<file path="src/rtl/core/rpwd_pkg.sv">
// ============================================================================
// rpwd_pkg: shared types, constants and helpers of the ring producer block
// Ring geometry, record sizes, codes, word formats and fill arithmetic.
// ============================================================================
package rpwd_pkg;

  // Ring geometry and record sizes.
  localparam int RingOrder     = 20;
  localparam int HeaderBytes   = 16;
  localparam int DropBodyBytes = 24;
  localparam int DropBytes     = HeaderBytes + DropBodyBytes;
  localparam int PctScale      = 100;

  // Field widths.
  localparam int CmdW    = 2;
  localparam int LenW    = 16;
  localparam int CntW    = 64;
  localparam int StatW   = 2;
  localparam int KindW   = 2;
  localparam int OffsetW = 20;
  localparam int RecW    = 17;
  localparam int LostW   = 32;
  localparam int PctW    = 7;
  localparam int CfgIdxW = 1;

  // Free room and clamped fill never exceed the ring size itself.
  localparam int FreeW = RingOrder + 1;
  localparam int ProdW = FreeW + PctW;

  localparam logic [CntW-1:0]  RingSize  = CntW'(1) << RingOrder;
  localparam logic [CntW-1:0]  RingMask  = RingSize - CntW'(1);
  localparam logic [RecW-1:0]  DropRec   = RecW'(DropBytes);
  localparam logic [RecW-1:0]  HeaderRec = RecW'(HeaderBytes);
  localparam logic [ProdW-1:0] PctMul    = ProdW'(PctScale);

  typedef enum logic [CmdW-1:0] {
    CmdPush    = 2'd0,
    CmdAdvance = 2'd1,
    CmdReset   = 2'd2,
    CmdStatus  = 2'd3
  } cmd_e;

  typedef enum logic [StatW-1:0] {
    StatOk      = 2'd0,
    StatDropped = 2'd1,
    StatBadTail = 2'd2
  } status_e;

  typedef enum logic [KindW-1:0] {
    KindNone   = 2'd0,
    KindPacket = 2'd1,
    KindDrop   = 2'd2
  } kind_e;

  typedef enum logic [CfgIdxW-1:0] {
    CfgHighPercent = 1'b0,
    CfgLowPercent  = 1'b1
  } cfg_idx_e;

  typedef struct packed {
    logic [CmdW-1:0] command;
    logic [LenW-1:0] payload_length;
    logic [CntW-1:0] tail_req;
    logic [CntW-1:0] now_time;
  } item_t;

  typedef struct packed {
    logic [StatW-1:0]   status;
    logic [KindW-1:0]   record_kind;
    logic [OffsetW-1:0] write_offset;
    logic [RecW-1:0]    record_bytes;
    logic [LostW-1:0]   lost_packets;
    logic [CntW-1:0]    drop_start_time;
    logic [CntW-1:0]    head_count;
    logic [CntW-1:0]    tail_count;
    logic               event_raised;
    logic               readable;
    logic [CntW-1:0]    stat_value;
    logic               last;
  } result_t;

  typedef struct packed {
    logic [CntW-1:0]  head_total;
    logic [CntW-1:0]  tail_total;
    logic             dropping;
    logic [LostW-1:0] lost_in_episode;
    logic [CntW-1:0]  episode_start;
    logic             above_high;
    logic [CntW-1:0]  drop_total;
    logic [CntW-1:0]  record_total;
    logic [CntW-1:0]  byte_total;
  } ring_state_t;

  // Everything one item produces: the next state, up to three words and
  // the position of the final word.
  typedef struct packed {
    ring_state_t         state;
    result_t [2:0]       words;
    logic [1:0]          last_idx;
  } step_t;

  // Fill percentage; a fill beyond the ring size counts as a full ring.
  function automatic logic [PctW-1:0] fill_pct(logic [CntW-1:0] head,
                                               logic [CntW-1:0] tail);
    logic [CntW-1:0]  used;
    logic [FreeW-1:0] clamp;
    logic [ProdW-1:0] prod;
    used  = head - tail;
    clamp = (used > RingSize) ? RingSize[FreeW-1:0] : used[FreeW-1:0];
    prod  = ProdW'(clamp) * PctMul;
    return PctW'(prod >> RingOrder);
  endfunction

  // Free room in bytes, zero when the counts are out of range.
  function automatic logic [FreeW-1:0] fill_free(logic [CntW-1:0] head,
                                                 logic [CntW-1:0] tail);
    logic [CntW-1:0] used;
    logic [CntW-1:0] room;
    used = head - tail;
    room = RingSize - used;
    return (used > RingSize) ? '0 : room[FreeW-1:0];
  endfunction

  // Byte offset inside the ring where a record starting at head lands.
  function automatic logic [OffsetW-1:0] ring_offset(logic [CntW-1:0] head);
    return head[OffsetW-1:0] & RingMask[OffsetW-1:0];
  endfunction

endpackage

</file>
<file path="src/rtl/core/ring_producer_watermark_drop.sv">
// ============================================================================
// ring_producer_watermark_drop: producer bookkeeping for a byte ring
// Head and tail counts, drop episodes, watermark events and statistics.
// ============================================================================
// A command waits in the command register while queued words remain, then its
// first result word is registered and the rest follow back to back. One
// command per cycle while busy is low; busy stalls a command while the extra
// words of a push that closes a drop episode or of a status read are shown,
// one per cycle. Reset clears all counts and flags and sets watermarks to 50
// and 30 percent; the receiver cannot stall, so each word shows for one cycle.
module ring_producer_watermark_drop (
  input  logic                             clk_i,
  input  logic                             rst_ni,
  // Command channel.
  input  logic                             start,
  output logic                             busy,
  input  rpwd_pkg::item_t                  item_i,
  // Result channel.
  output logic                             result_strobe_o,
  output rpwd_pkg::result_t                result_o,
  // Configuration write channel.
  input  logic                             cfg_valid_i,
  output logic                             cfg_ready_o,
  input  logic [rpwd_pkg::CfgIdxW-1:0]     cfg_index_i,
  input  logic [rpwd_pkg::PctW-1:0]        cfg_data_i
);

  // Command register: a word waits here while queued results drain.
  rpwd_pkg::item_t       item_q, item_d;
  logic                  item_valid_q, item_valid_d;

  // Ring state and watermark registers.
  rpwd_pkg::ring_state_t state_q, state_d;
  logic [rpwd_pkg::PctW-1:0] high_q, high_d;
  logic [rpwd_pkg::PctW-1:0] low_q, low_d;

  rpwd_pkg::step_t       step;
  logic                  stall;
  logic                  accept;
  logic                  take;

  // The command register is only blocked while the output side still has
  // words of an earlier command to show.
  assign busy   = item_valid_q && stall;
  assign accept = start && !busy;
  assign take   = item_valid_q && !stall;

  always_comb begin
    item_d       = accept ? item_i : item_q;
    item_valid_d = accept || (item_valid_q && !take);
  end

  // State only moves when a command is evaluated.
  assign state_d = take ? step.state : state_q;

  // Configuration is only taken while no command waits for evaluation, so the
  // watermarks cannot change while a command waits in the command register.
  assign cfg_ready_o = !item_valid_q;

  always_comb begin
    high_d = high_q;
    low_d  = low_q;
    if (cfg_valid_i && cfg_ready_o) begin
      case (cfg_index_i)
        rpwd_pkg::CfgHighPercent: high_d = cfg_data_i;
        rpwd_pkg::CfgLowPercent:  low_d  = cfg_data_i;
        default:                  high_d = high_q;
      endcase
    end
  end

  always_ff @(posedge clk_i or negedge rst_ni) begin
    if (!rst_ni) begin
      item_valid_q <= 1'b0;
      state_q      <= '0;
      high_q       <= rpwd_pkg::PctW'(50);
      low_q        <= rpwd_pkg::PctW'(30);
    end else begin
      item_valid_q <= item_valid_d;
      state_q      <= state_d;
      high_q       <= high_d;
      low_q        <= low_d;
    end
  end

  always_ff @(posedge clk_i) begin
    item_q <= item_d;
  end

  // Single pass from the command register to the result register.
  rpwd_step u_step (
    .item_i     (item_q),
    .state_i    (state_q),
    .high_pct_i (high_q),
    .low_pct_i  (low_q),
    .step_o     (step)
  );

  rpwd_out_seq u_out_seq (
    .clk_i    (clk_i),
    .rst_ni   (rst_ni),
    .load_i   (take),
    .step_i   (step),
    .result_o (result_o),
    .strobe_o (result_strobe_o),
    .stall_o  (stall)
  );

endmodule

</file>
<file path="src/rtl/core/rpwd_step.sv">
// ============================================================================
// rpwd_step: one-pass evaluation of a command
// Works out the next ring state and every result word of one command.
// ============================================================================
module rpwd_step (
  input  rpwd_pkg::item_t                   item_i,
  input  rpwd_pkg::ring_state_t             state_i,
  input  logic [rpwd_pkg::PctW-1:0]         high_pct_i,
  input  logic [rpwd_pkg::PctW-1:0]         low_pct_i,
  output rpwd_pkg::step_t                   step_o
);

  logic [rpwd_pkg::RecW-1:0]  need;
  logic [rpwd_pkg::RecW-1:0]  total;
  logic [rpwd_pkg::FreeW-1:0] room;
  logic                       fits;
  logic                       bad_tail;
  logic                       wm_eval;
  logic                       evt;
  logic [rpwd_pkg::PctW-1:0]  pct_nxt;
  rpwd_pkg::ring_state_t      st;
  rpwd_pkg::result_t [2:0]    words;
  logic [1:0]                 last_idx;

  assign need  = rpwd_pkg::HeaderRec + rpwd_pkg::RecW'(item_i.payload_length);
  assign total = state_i.dropping ? need + rpwd_pkg::DropRec : need;
  assign room  = rpwd_pkg::fill_free(state_i.head_total, state_i.tail_total);
  assign fits  = rpwd_pkg::CntW'(room) >= rpwd_pkg::CntW'(total);
  assign bad_tail = (item_i.tail_req > state_i.head_total) ||
                    (item_i.tail_req < state_i.tail_total);

  always_comb begin
    st       = state_i;
    words    = '0;
    last_idx = 2'd0;
    wm_eval  = 1'b0;
    evt      = 1'b0;

    case (item_i.command)
      rpwd_pkg::CmdPush: begin
        if (!fits) begin
          // Open an episode on the first loss, then count the loss.
          st.dropping        = 1'b1;
          st.episode_start   = state_i.dropping ? state_i.episode_start
                                                : item_i.now_time;
          st.lost_in_episode = (state_i.dropping ? state_i.lost_in_episode : '0)
                               + rpwd_pkg::LostW'(1);
          st.drop_total      = state_i.drop_total + rpwd_pkg::CntW'(1);
          words[0].status    = rpwd_pkg::StatDropped;
        end else begin
          if (state_i.dropping) begin
            // The drop record sits at the head, the packet right behind it.
            words[0].record_kind     = rpwd_pkg::KindDrop;
            words[0].write_offset    = rpwd_pkg::ring_offset(state_i.head_total);
            words[0].record_bytes    = rpwd_pkg::DropRec;
            words[0].lost_packets    = state_i.lost_in_episode;
            words[0].drop_start_time = state_i.episode_start;
            words[1].record_kind     = rpwd_pkg::KindPacket;
            words[1].write_offset    = rpwd_pkg::ring_offset(
              state_i.head_total + rpwd_pkg::CntW'(rpwd_pkg::DropRec));
            words[1].record_bytes    = need;
            last_idx                 = 2'd1;
            st.record_total          = state_i.record_total + rpwd_pkg::CntW'(2);
          end else begin
            words[0].record_kind  = rpwd_pkg::KindPacket;
            words[0].write_offset = rpwd_pkg::ring_offset(state_i.head_total);
            words[0].record_bytes = need;
            st.record_total       = state_i.record_total + rpwd_pkg::CntW'(1);
          end
          st.head_total = state_i.head_total + rpwd_pkg::CntW'(total);
          st.byte_total = state_i.byte_total + rpwd_pkg::CntW'(total);
          st.dropping   = 1'b0;
          wm_eval       = 1'b1;
        end
      end
      rpwd_pkg::CmdAdvance: begin
        if (bad_tail) begin
          words[0].status = rpwd_pkg::StatBadTail;
        end else begin
          st.tail_total = item_i.tail_req;
          wm_eval       = 1'b1;
        end
      end
      rpwd_pkg::CmdReset: begin
        st = '0;
      end
      rpwd_pkg::CmdStatus: begin
        words[0].stat_value = state_i.drop_total;
        words[1].stat_value = state_i.record_total;
        words[2].stat_value = state_i.byte_total;
        last_idx            = 2'd2;
      end
      default: begin
        st = state_i;
      end
    endcase

    // Watermarks with hysteresis, on the fill after this command.
    pct_nxt = rpwd_pkg::fill_pct(st.head_total, st.tail_total);
    if (wm_eval) begin
      if (!state_i.above_high && (pct_nxt >= high_pct_i)) begin
        st.above_high = 1'b1;
        evt           = 1'b1;
      end else if (state_i.above_high && (pct_nxt <= low_pct_i)) begin
        st.above_high = 1'b0;
      end
    end

    for (int k = 0; k < 3; k++) begin
      words[k].head_count   = st.head_total;
      words[k].tail_count   = st.tail_total;
      words[k].readable     = pct_nxt >= high_pct_i;
      words[k].last         = 2'(k) == last_idx;
      words[k].event_raised = evt && (2'(k) == last_idx);
    end

    step_o.state    = st;
    step_o.words    = words;
    step_o.last_idx = last_idx;
  end

endmodule

</file>
<file path="src/rtl/core/rpwd_out_seq.sv">
// ============================================================================
// rpwd_out_seq: result register and follow-on word queue
// Shows one word per cycle and holds the extra words of one command.
// ============================================================================
module rpwd_out_seq (
  input  logic              clk_i,
  input  logic              rst_ni,
  input  logic              load_i,
  input  rpwd_pkg::step_t   step_i,
  output rpwd_pkg::result_t result_o,
  output logic              strobe_o,
  output logic              stall_o
);

  rpwd_pkg::result_t out_q, out_d;
  rpwd_pkg::result_t pend_q [2];
  rpwd_pkg::result_t pend_d [2];
  logic              strobe_q, strobe_d;
  logic [1:0]        cnt_q, cnt_d;

  always_comb begin
    out_d     = out_q;
    pend_d[0] = pend_q[0];
    pend_d[1] = pend_q[1];
    cnt_d     = cnt_q;
    strobe_d  = 1'b0;
    if (cnt_q != 2'd0) begin
      // Drain the queued words of the previous command first.
      out_d     = pend_q[0];
      pend_d[0] = pend_q[1];
      cnt_d     = cnt_q - 2'd1;
      strobe_d  = 1'b1;
    end else if (load_i) begin
      out_d     = step_i.words[0];
      pend_d[0] = step_i.words[1];
      pend_d[1] = step_i.words[2];
      cnt_d     = step_i.last_idx;
      strobe_d  = 1'b1;
    end
  end

  always_ff @(posedge clk_i or negedge rst_ni) begin
    if (!rst_ni) begin
      strobe_q <= 1'b0;
      cnt_q    <= 2'd0;
    end else begin
      strobe_q <= strobe_d;
      cnt_q    <= cnt_d;
    end
  end

  always_ff @(posedge clk_i) begin
    out_q     <= out_d;
    pend_q[0] <= pend_d[0];
    pend_q[1] <= pend_d[1];
  end

  assign result_o = out_q;
  assign strobe_o = strobe_q;
  assign stall_o  = cnt_q != 2'd0;

endmodule

</file>
<file path="config.mk">
export PLATFORM = sky130hd
export DESIGN_NAME = ring_producer_watermark_drop
export DESIGN_NICKNAME = d
export VERILOG_FILES = /design/src/rtl/core/rpwd_pkg.sv /design/src/rtl/core/ring_producer_watermark_drop.sv /design/src/rtl/core/rpwd_step.sv /design/src/rtl/core/rpwd_out_seq.sv
export SDC_FILE = /design/constraint.sdc
export NUM_CORES = 2
export LEC_CHECK = 0
export BUFFER_PORTS_ARGS = -buffer_cell sky130_fd_sc_hd__buf_2
export CAP_MARGIN = 25
export CORE_UTILIZATION = 40
export CTS_CLUSTER_SIZE = 28
export DETAILED_ROUTE_END_ITERATION = 8
export PLACE_DENSITY_LB_ADDON = 0.05
export SLEW_MARGIN = 10
export SYNTH_ARGS = -nofsm -noshare
export SYNTH_HDL_FRONTEND = slang
export SYNTH_SLANG_ARGS = --single-unit
export TNS_END_PERCENT = 1
</file>
<file path="constraint.sdc">
create_clock -name clk_i -period 41.9 [get_ports clk_i]
set_clock_uncertainty 0.1 [all_clocks]
set_input_delay 6.285 -clock clk_i [delete_from_list [all_inputs] [get_ports clk_i]]
set_output_delay 6.285 -clock clk_i [all_outputs]
set_load 0.005 [all_outputs]
</file>
Yosys cells after proc, flatten, opt, wreduce, memory -nomap -nowiden

Memory sizes are Yosys's and may differ from the RTL's.
Cells that the tools add are included.
Widths: inputs -> output; s select.

Register bits: 914
RAM bits: 664
Input bits: 158
Output and inout port bits: 335
Word-level logic and storage cells: 139
Memories kept: 1

Memories:

| name             | depth | width | rd ports | clocked after Yosys merged registers in | write ports | RTL line           | source |
|---|---|---|---|---|---|---|---|
| u_out_seq.pend_q | 2     | 332   | 2        | 0                                       | 2           | rpwd_out_seq.sv:16 | `rpwd_pkg::result_t pend_q [2];` |

Add/subtract/negate cells: 13
Multipliers: 1
Magnitude comparators: 7
Eq/ne operators: 8
Multiplexer cells: 50
Bitwise gates (word level): 1
Reduce and logical (&&, ||, !) cells: 28

Operator list:

| operator               | count |
|---|---|
| $mux 332               | 4 |
| $mux 664               | 1 |
| $mux 64                | 8 |
| $pmux 192 s2           | 1 |
| $mux 135               | 2 |
| $pmux 64 s2            | 2 |
| $pmux 97 s2            | 1 |
| $mux 96                | 2 |
| $add 64x1->64 const B  | 2 |
| $add 64x17->64         | 2 |
| $gt 64x21->1 const B   | 2 |
| $mux 128               | 1 |
| $sub 64x64->64         | 2 |
| $mux 39                | 3 |
| $add 64x2->64 const B  | 1 |
| $gt 64x64->1           | 1 |
| $lt 64x64->1           | 1 |
| $mux 21                | 2 |
| $mux 38                | 1 |
| $add 32x1->32 const B  | 1 |
| $mux 32                | 1 |
| $mul 21x5->25 const B  | 1 |
| $ge 21x17->1           | 1 |
| $sub 21x21->21 const A | 1 |
| other kinds (26)       | 64 |

Depth between registers and ports, before layout

Depth after elaboration: 17
Depth in mapped cells: 81

Modules after synthesis

A second synthesis with hierarchy kept.

Cells, all modules: 8,889
Area total of the unflattened synthesis: 96,226.0 um2

By module, submodules not included:

| module                       | instances | cells each | area each (um2) | seq. area each (um2) |
|---|---|---|---|---|
| rpwd_out_seq                 | 1         | 2,519      | 39,352.7        | 29,983.8 |
| rpwd_step                    | 1         | 5,305      | 34,307.9        | 0.0 |
| ring_producer_watermark_drop | 1         | 1,065      | 22,565.4        | 15,228.4 |

Worst setup path after synthesis

Ideal clock, no wire load.

Kind: reg-to-reg
From: register, netlist name u_out_seq.cnt_q[1]
To: memory u_out_seq.pend_q[0][0] (netlist bit), enable pin
Library setup time: 4.016 ns
Arrival: 10.553 ns
Data required time: 37.784 ns
Slack: 27.232 ns
Cell stages (with the launch flop): 6
Buffers on the path: 3
Period minus slack after synthesis: 14.668 ns
Cell sequence: dfrtp_1 > nor2_1 > clkbuf_1 > clkbuf_1 > clkbuf_1 > nand2_1

RTL lines:

| element       | RTL line |
|---|---|
| end, declared | rpwd_out_seq.sv:16 |

==> summary.txt <==
Run status
  • Run status: complete, but fails checks
  • Failing checks: DRC

Detailed routing
  • Post-DR wirelength/cell: ~24 um
  • DR vias/cell: 5.53
  • DRT Wirelength: about 240000 um
  • Vias: approximately 54000
  • Starting DRT DRC Count: roughly 4000
  • Number of antenna-violating nets in the routed design: 0
  • Residual DRC: 50
  • Detailed Routing Iterations Pass 1: 8

Critical path
  • Crit-path max FO: 53
  • Kind of cell adding the most delay to the critical path: simple AND/OR/NAND/NOR gates
  • CP endpoint kind: flop
  • Critical Path Most Common Cell: ha_1
  • WS Path Type: reg -> reg
  • R2r startpoint: state_q[354]$_DFFE_PN0P_
  • Buffers plus inverters on the worst setup path: 8
  • Critical R2R Capture: state_q[192]$_DFFE_PN0P_
  • Slowest-stage cell, CP: nor4_1
  • Crit path arrival time: ~20000 ps
  • Reg2reg setup slack: 22100 ps
  • Worst EP required: 42480 ps
  • CP Launch Type: flop
  • Reg2reg path depth: between 70 and 80
  • Slowest stage delay, CP: between 700 and 800 ps

Clock tree
  • Max Buffers Root-to-Sink: 3
  • Cts hold-fix bufs: 0
  • CTS Buf Count: ~150
  • CTS H-tree depth: 4
  • CTS tree: yes
  • # resized after CTS: 0
  • Clk pin slew, worst setup/hold paths: approximately 60 ps
  • Worst-Skew Late Latency: just over 800 ps
  • Root Driver: clkbuf_16
  • CTS Sinks: approximately 1300
  • Setup bufs post-CTS: 0

Synth
  • Synth Area in Adders: 7.43%
  • Asr flop ratio synth: 32.5%
  • Largest family of logic cells by synthesized area: simple AND/OR/NAND/NOR gates
  • Sequential cell area fraction in the yosys report: a little over half
  • Mapped Area: a little over 70000 um^2
  • Syn Nets: about 7500
  • Yosys top cell by area: edfxtp_1
  • Mux cell area share after synthesis: 0.804%
  • Yosys cell types: 99
  • Post-synth top area share: about two fifths
  • Largest cells by area after synthesis: edfxtp_1 (38%), dfrtp_1 (15%), ha_1 (6.9%), nand2_1 (5.9%), o21ai_0 (3.1%)
  • Yosys warning total: 0
  • Simple-Gate Fraction of Synth Area: between 10% and 20%
  • Post-Synth XOR/XNOR Area: around 3.7%
  • Post-synthesis cell count: between 6000 and 7000
  • Seq cells post-synth: 1342
  • Post-synth top flop: edfxtp_1
  • Post-synth EDFFs: a little over 900
  • Mean area per synthesized cell: between 10 and 15 um^2
  • Compound-cell area share of the yosys netlist: a little over an eighth

Global routing
  • Most Crowded Layer GR: met2
  • M3 GR Usage: 3.46%
  • Global Route met2 Usage: 43.1%
  • Vias in the first global route: roughly 53000
  • First-pass GRT wire length: between 300000 and 400000 um
  • Initial antenna violation count: 10
  • Maximum number of pins on one net before global-route repair: approximately 160
  • Grt ovf: 0
  • Met1 Resource Use GR: 35.7%
  • Gr usage total: roughly a quarter

Floorplanning
  • Num ports: 493
  • Die ar.: between 150000 and 200000 um^2
  • Site Rows: between 150 and 200
  • Core area: ~180000 um^2
  • Die Y: 424 um
  • Starting density of the core: about two fifths
  • Die width: ~420 um

Power
  • Power per Cell Area: approximately 52 nW/um^2
  • Overall power: 4.26 mW
  • Max VDD drop: roughly 0.035 mV
  • Pleak: ~37 nW

Placed design
  • Dpl cells: between 9000 and 10000
  • Dpl hpwl: between 150000 and 200000 um
  • Gp weighted congestion: approximately 0.93
  • Buffers on Ports: around 490

Hold path
  • Min-delay src: state_q[247]$_DFFE_PN0P_
  • Min-Delay Endpoint: state_q[247]$_DFFE_PN0P_
  • Tightest Hold Check Type: reg -> reg
  • Worst hold path depth: 2

STA
  • Unrepaired setup endpoints after global routing: false
  • Total negative slack: 0 ps
  • Final Critical Period: approximately 20000 ps
  • Worst-margin pin slew: around 1100 ps
  • Rel. slew slack: 28.8%
  • Period utilisation layout: between 40 and 50%
  • Achievable Freq: approximately 51 MHz
  • Final setup fails: 0
  • Final Hold Fails: 0
  • Fin Hold WS: 355 ps
  • Max-slew violation count: 0

Finish
  • Post-layout util: 46.1%
  • Layout cells sized above 1: about an eighth
  • Layout Cells excl Fill: 9831
  • Final #Nets: ~8000
  • Area Growth Syn to Fin: 14.2%

Flow run
  • Max_cap viols: 0
sequential cells by signal (all words and copies together), names as in the netlist:
register            count
high_q                  7
item_q                146
item_valid_q            1
low_q                   7
state_q               418
u_out_seq.cnt_q         2
u_out_seq.pend_q      428
u_out_seq.result_o    332
u_out_seq.strobe_o      1
report_power, final:
group | switching, mW | internal, mW | leakage (nW) | total, mW
clock | 0.570 | 0.787 | 2.49 | 1.36
combinational | 0.792 | 0.405 | 19.2 | 1.20
sequential | 0.0803 | 1.63 | 15.3 | 1.71
layer usage:
metal	up-vias	share of wire [%]
li1	25700	-
met2	1342	48
met1	27000	45
met5	-	0.0093
met3	277	4.3
met4	4	2.4
worst max-delay path by stage:
| stage | slack [ps] | cells past startpoint | start | end |
|---|---|---|---|---|
| 3_3_place_gp | 22430 | 69 | state_q[327]$_DFFE_PN0P_ | u_out_seq.pend_q[0][66]$_DFFE_PP_ |
| 3_5_place_dp | 22380 | 74 | state_q[354]$_DFFE_PN0P_ | state_q[192]$_DFFE_PN0P_ |
| 4_1_cts | 22290 | 74 | state_q[354]$_DFFE_PN0P_ | state_q[192]$_DFFE_PN0P_ |
| 2_1_floorplan | 27230 | 5 | u_out_seq.cnt_q[1]$_DFFE_PN0P_ | u_out_seq.pend_q[0][0]$_DFFE_PP_ |
| 5_1_grt | 20630 | 77 | state_q[354]$_DFFE_PN0P_ | u_out_seq.result_o[66]$_DFFE_PP_ |
| 6_report | 22100 | 74 | state_q[354]$_DFFE_PN0P_ | state_q[192]$_DFFE_PN0P_ |
kinds of logic after synthesis:
| logic type | Yosys count |
|---|---|
| flip-flops | 1342 |
| XOR/XNOR | 296 |
| AND/OR/NAND/NOR | 2652 |
| adder cells (fa/ha/maj) | 411 |
| AO/OA/AOI/OAI | 1503 |
| multiplexers | 55 |
| buffers and inverters | 685 |
final cells by class:
cell class | instances | area [um^2]
antenna | 6 | 15.0
sequential | 1342 | 38100
fill | 16700 | 95100
clock buffer | 207 | 4220
timing repair buffer | 568 | 3140
tap | 2340 | 2930
clock inverter | 79 | 845
inverter | 372 | 1400
multi-input combinational | 4917 | 30500
layout by cell type, fill, tap and decap left out, types with 85 or more instances in the layout:
cell type / netlist / final
and3_1: 87 / 85
nand4_1: 137 / 137
buf_2: 21 / 493
ha_1: 392 / 390
a22o_1: 92 / 92
o21ai_0: 441 / 441
and2_1: 189 / 189
a21o_1: 211 / 211
nor2_1: 485 / 481
nor3_1: 115 / 114
nand2_1: 1120 / 1114
xnor2_1: 123 / 123
a21oi_1: 305 / 304
dfrtp_1: 429 / 428
xor2_1: 172 / 172
edfxtp_1: 906 / 906
inv_1: 370 / 368
nand3_1: 297 / 297
clkbuf_16: 0 / 155
worst register-to-register path, delay by kind of cell, from the launching register on:
| family | cells | cell delay (ps) |
|---|---|---|
| adders and majority gates | 9 | 2900 |
| and+or+nand+nor | 26 | 7500 |
| DFF | 1 | 430 |
| xor gates and xnor gates | 2 | 580 |
| buffers and inverters | 8 | 1120 |
| AOI/OAI and AO/OA | 29 | 7080 |
Yosys cell counts, types with 9 or more instances:
master,number
nand2_1,1120
edfxtp_1,906
nor2_1,485
o21ai_0,441
dfrtp_1,429
ha_1,392
inv_1,370
a21oi_1,305
nand3_1,297
clkbuf_1,256
a21o_1,211
and2_1,189
xor2_1,172
nand4_1,137
xnor2_1,123
nor3_1,115
a22o_1,92
and3_1,87
a22oi_1,70
a31oi_1,49
o31ai_1,49
or3_1,45
nor4_1,43
mux2i_1,40
o21a_1,38
o21bai_1,36
buf_1,34
nand2b_1,32
a211oi_1,31
o211ai_1,31
and4_1,22
or2_2,22
buf_2,21
fa_1,19
nor2b_1,19
a211o_1,16
mux2_2,14
o21ai_1,14
a2111oi_0,10
o41ai_1,10
a221oi_1,9
metrics by stage:
stage / setup slack [ps] / cell area, um^2
after floorplan: 27230 / 71100
after global placement: 22430 / 76000
after detailed placement: 22380 / 76100
after CTS: 22290 / 81100
after global routing: 20630 / 81200
final: 22100 / 81200
No activity file was read; power rests on OpenSTA's default activity.
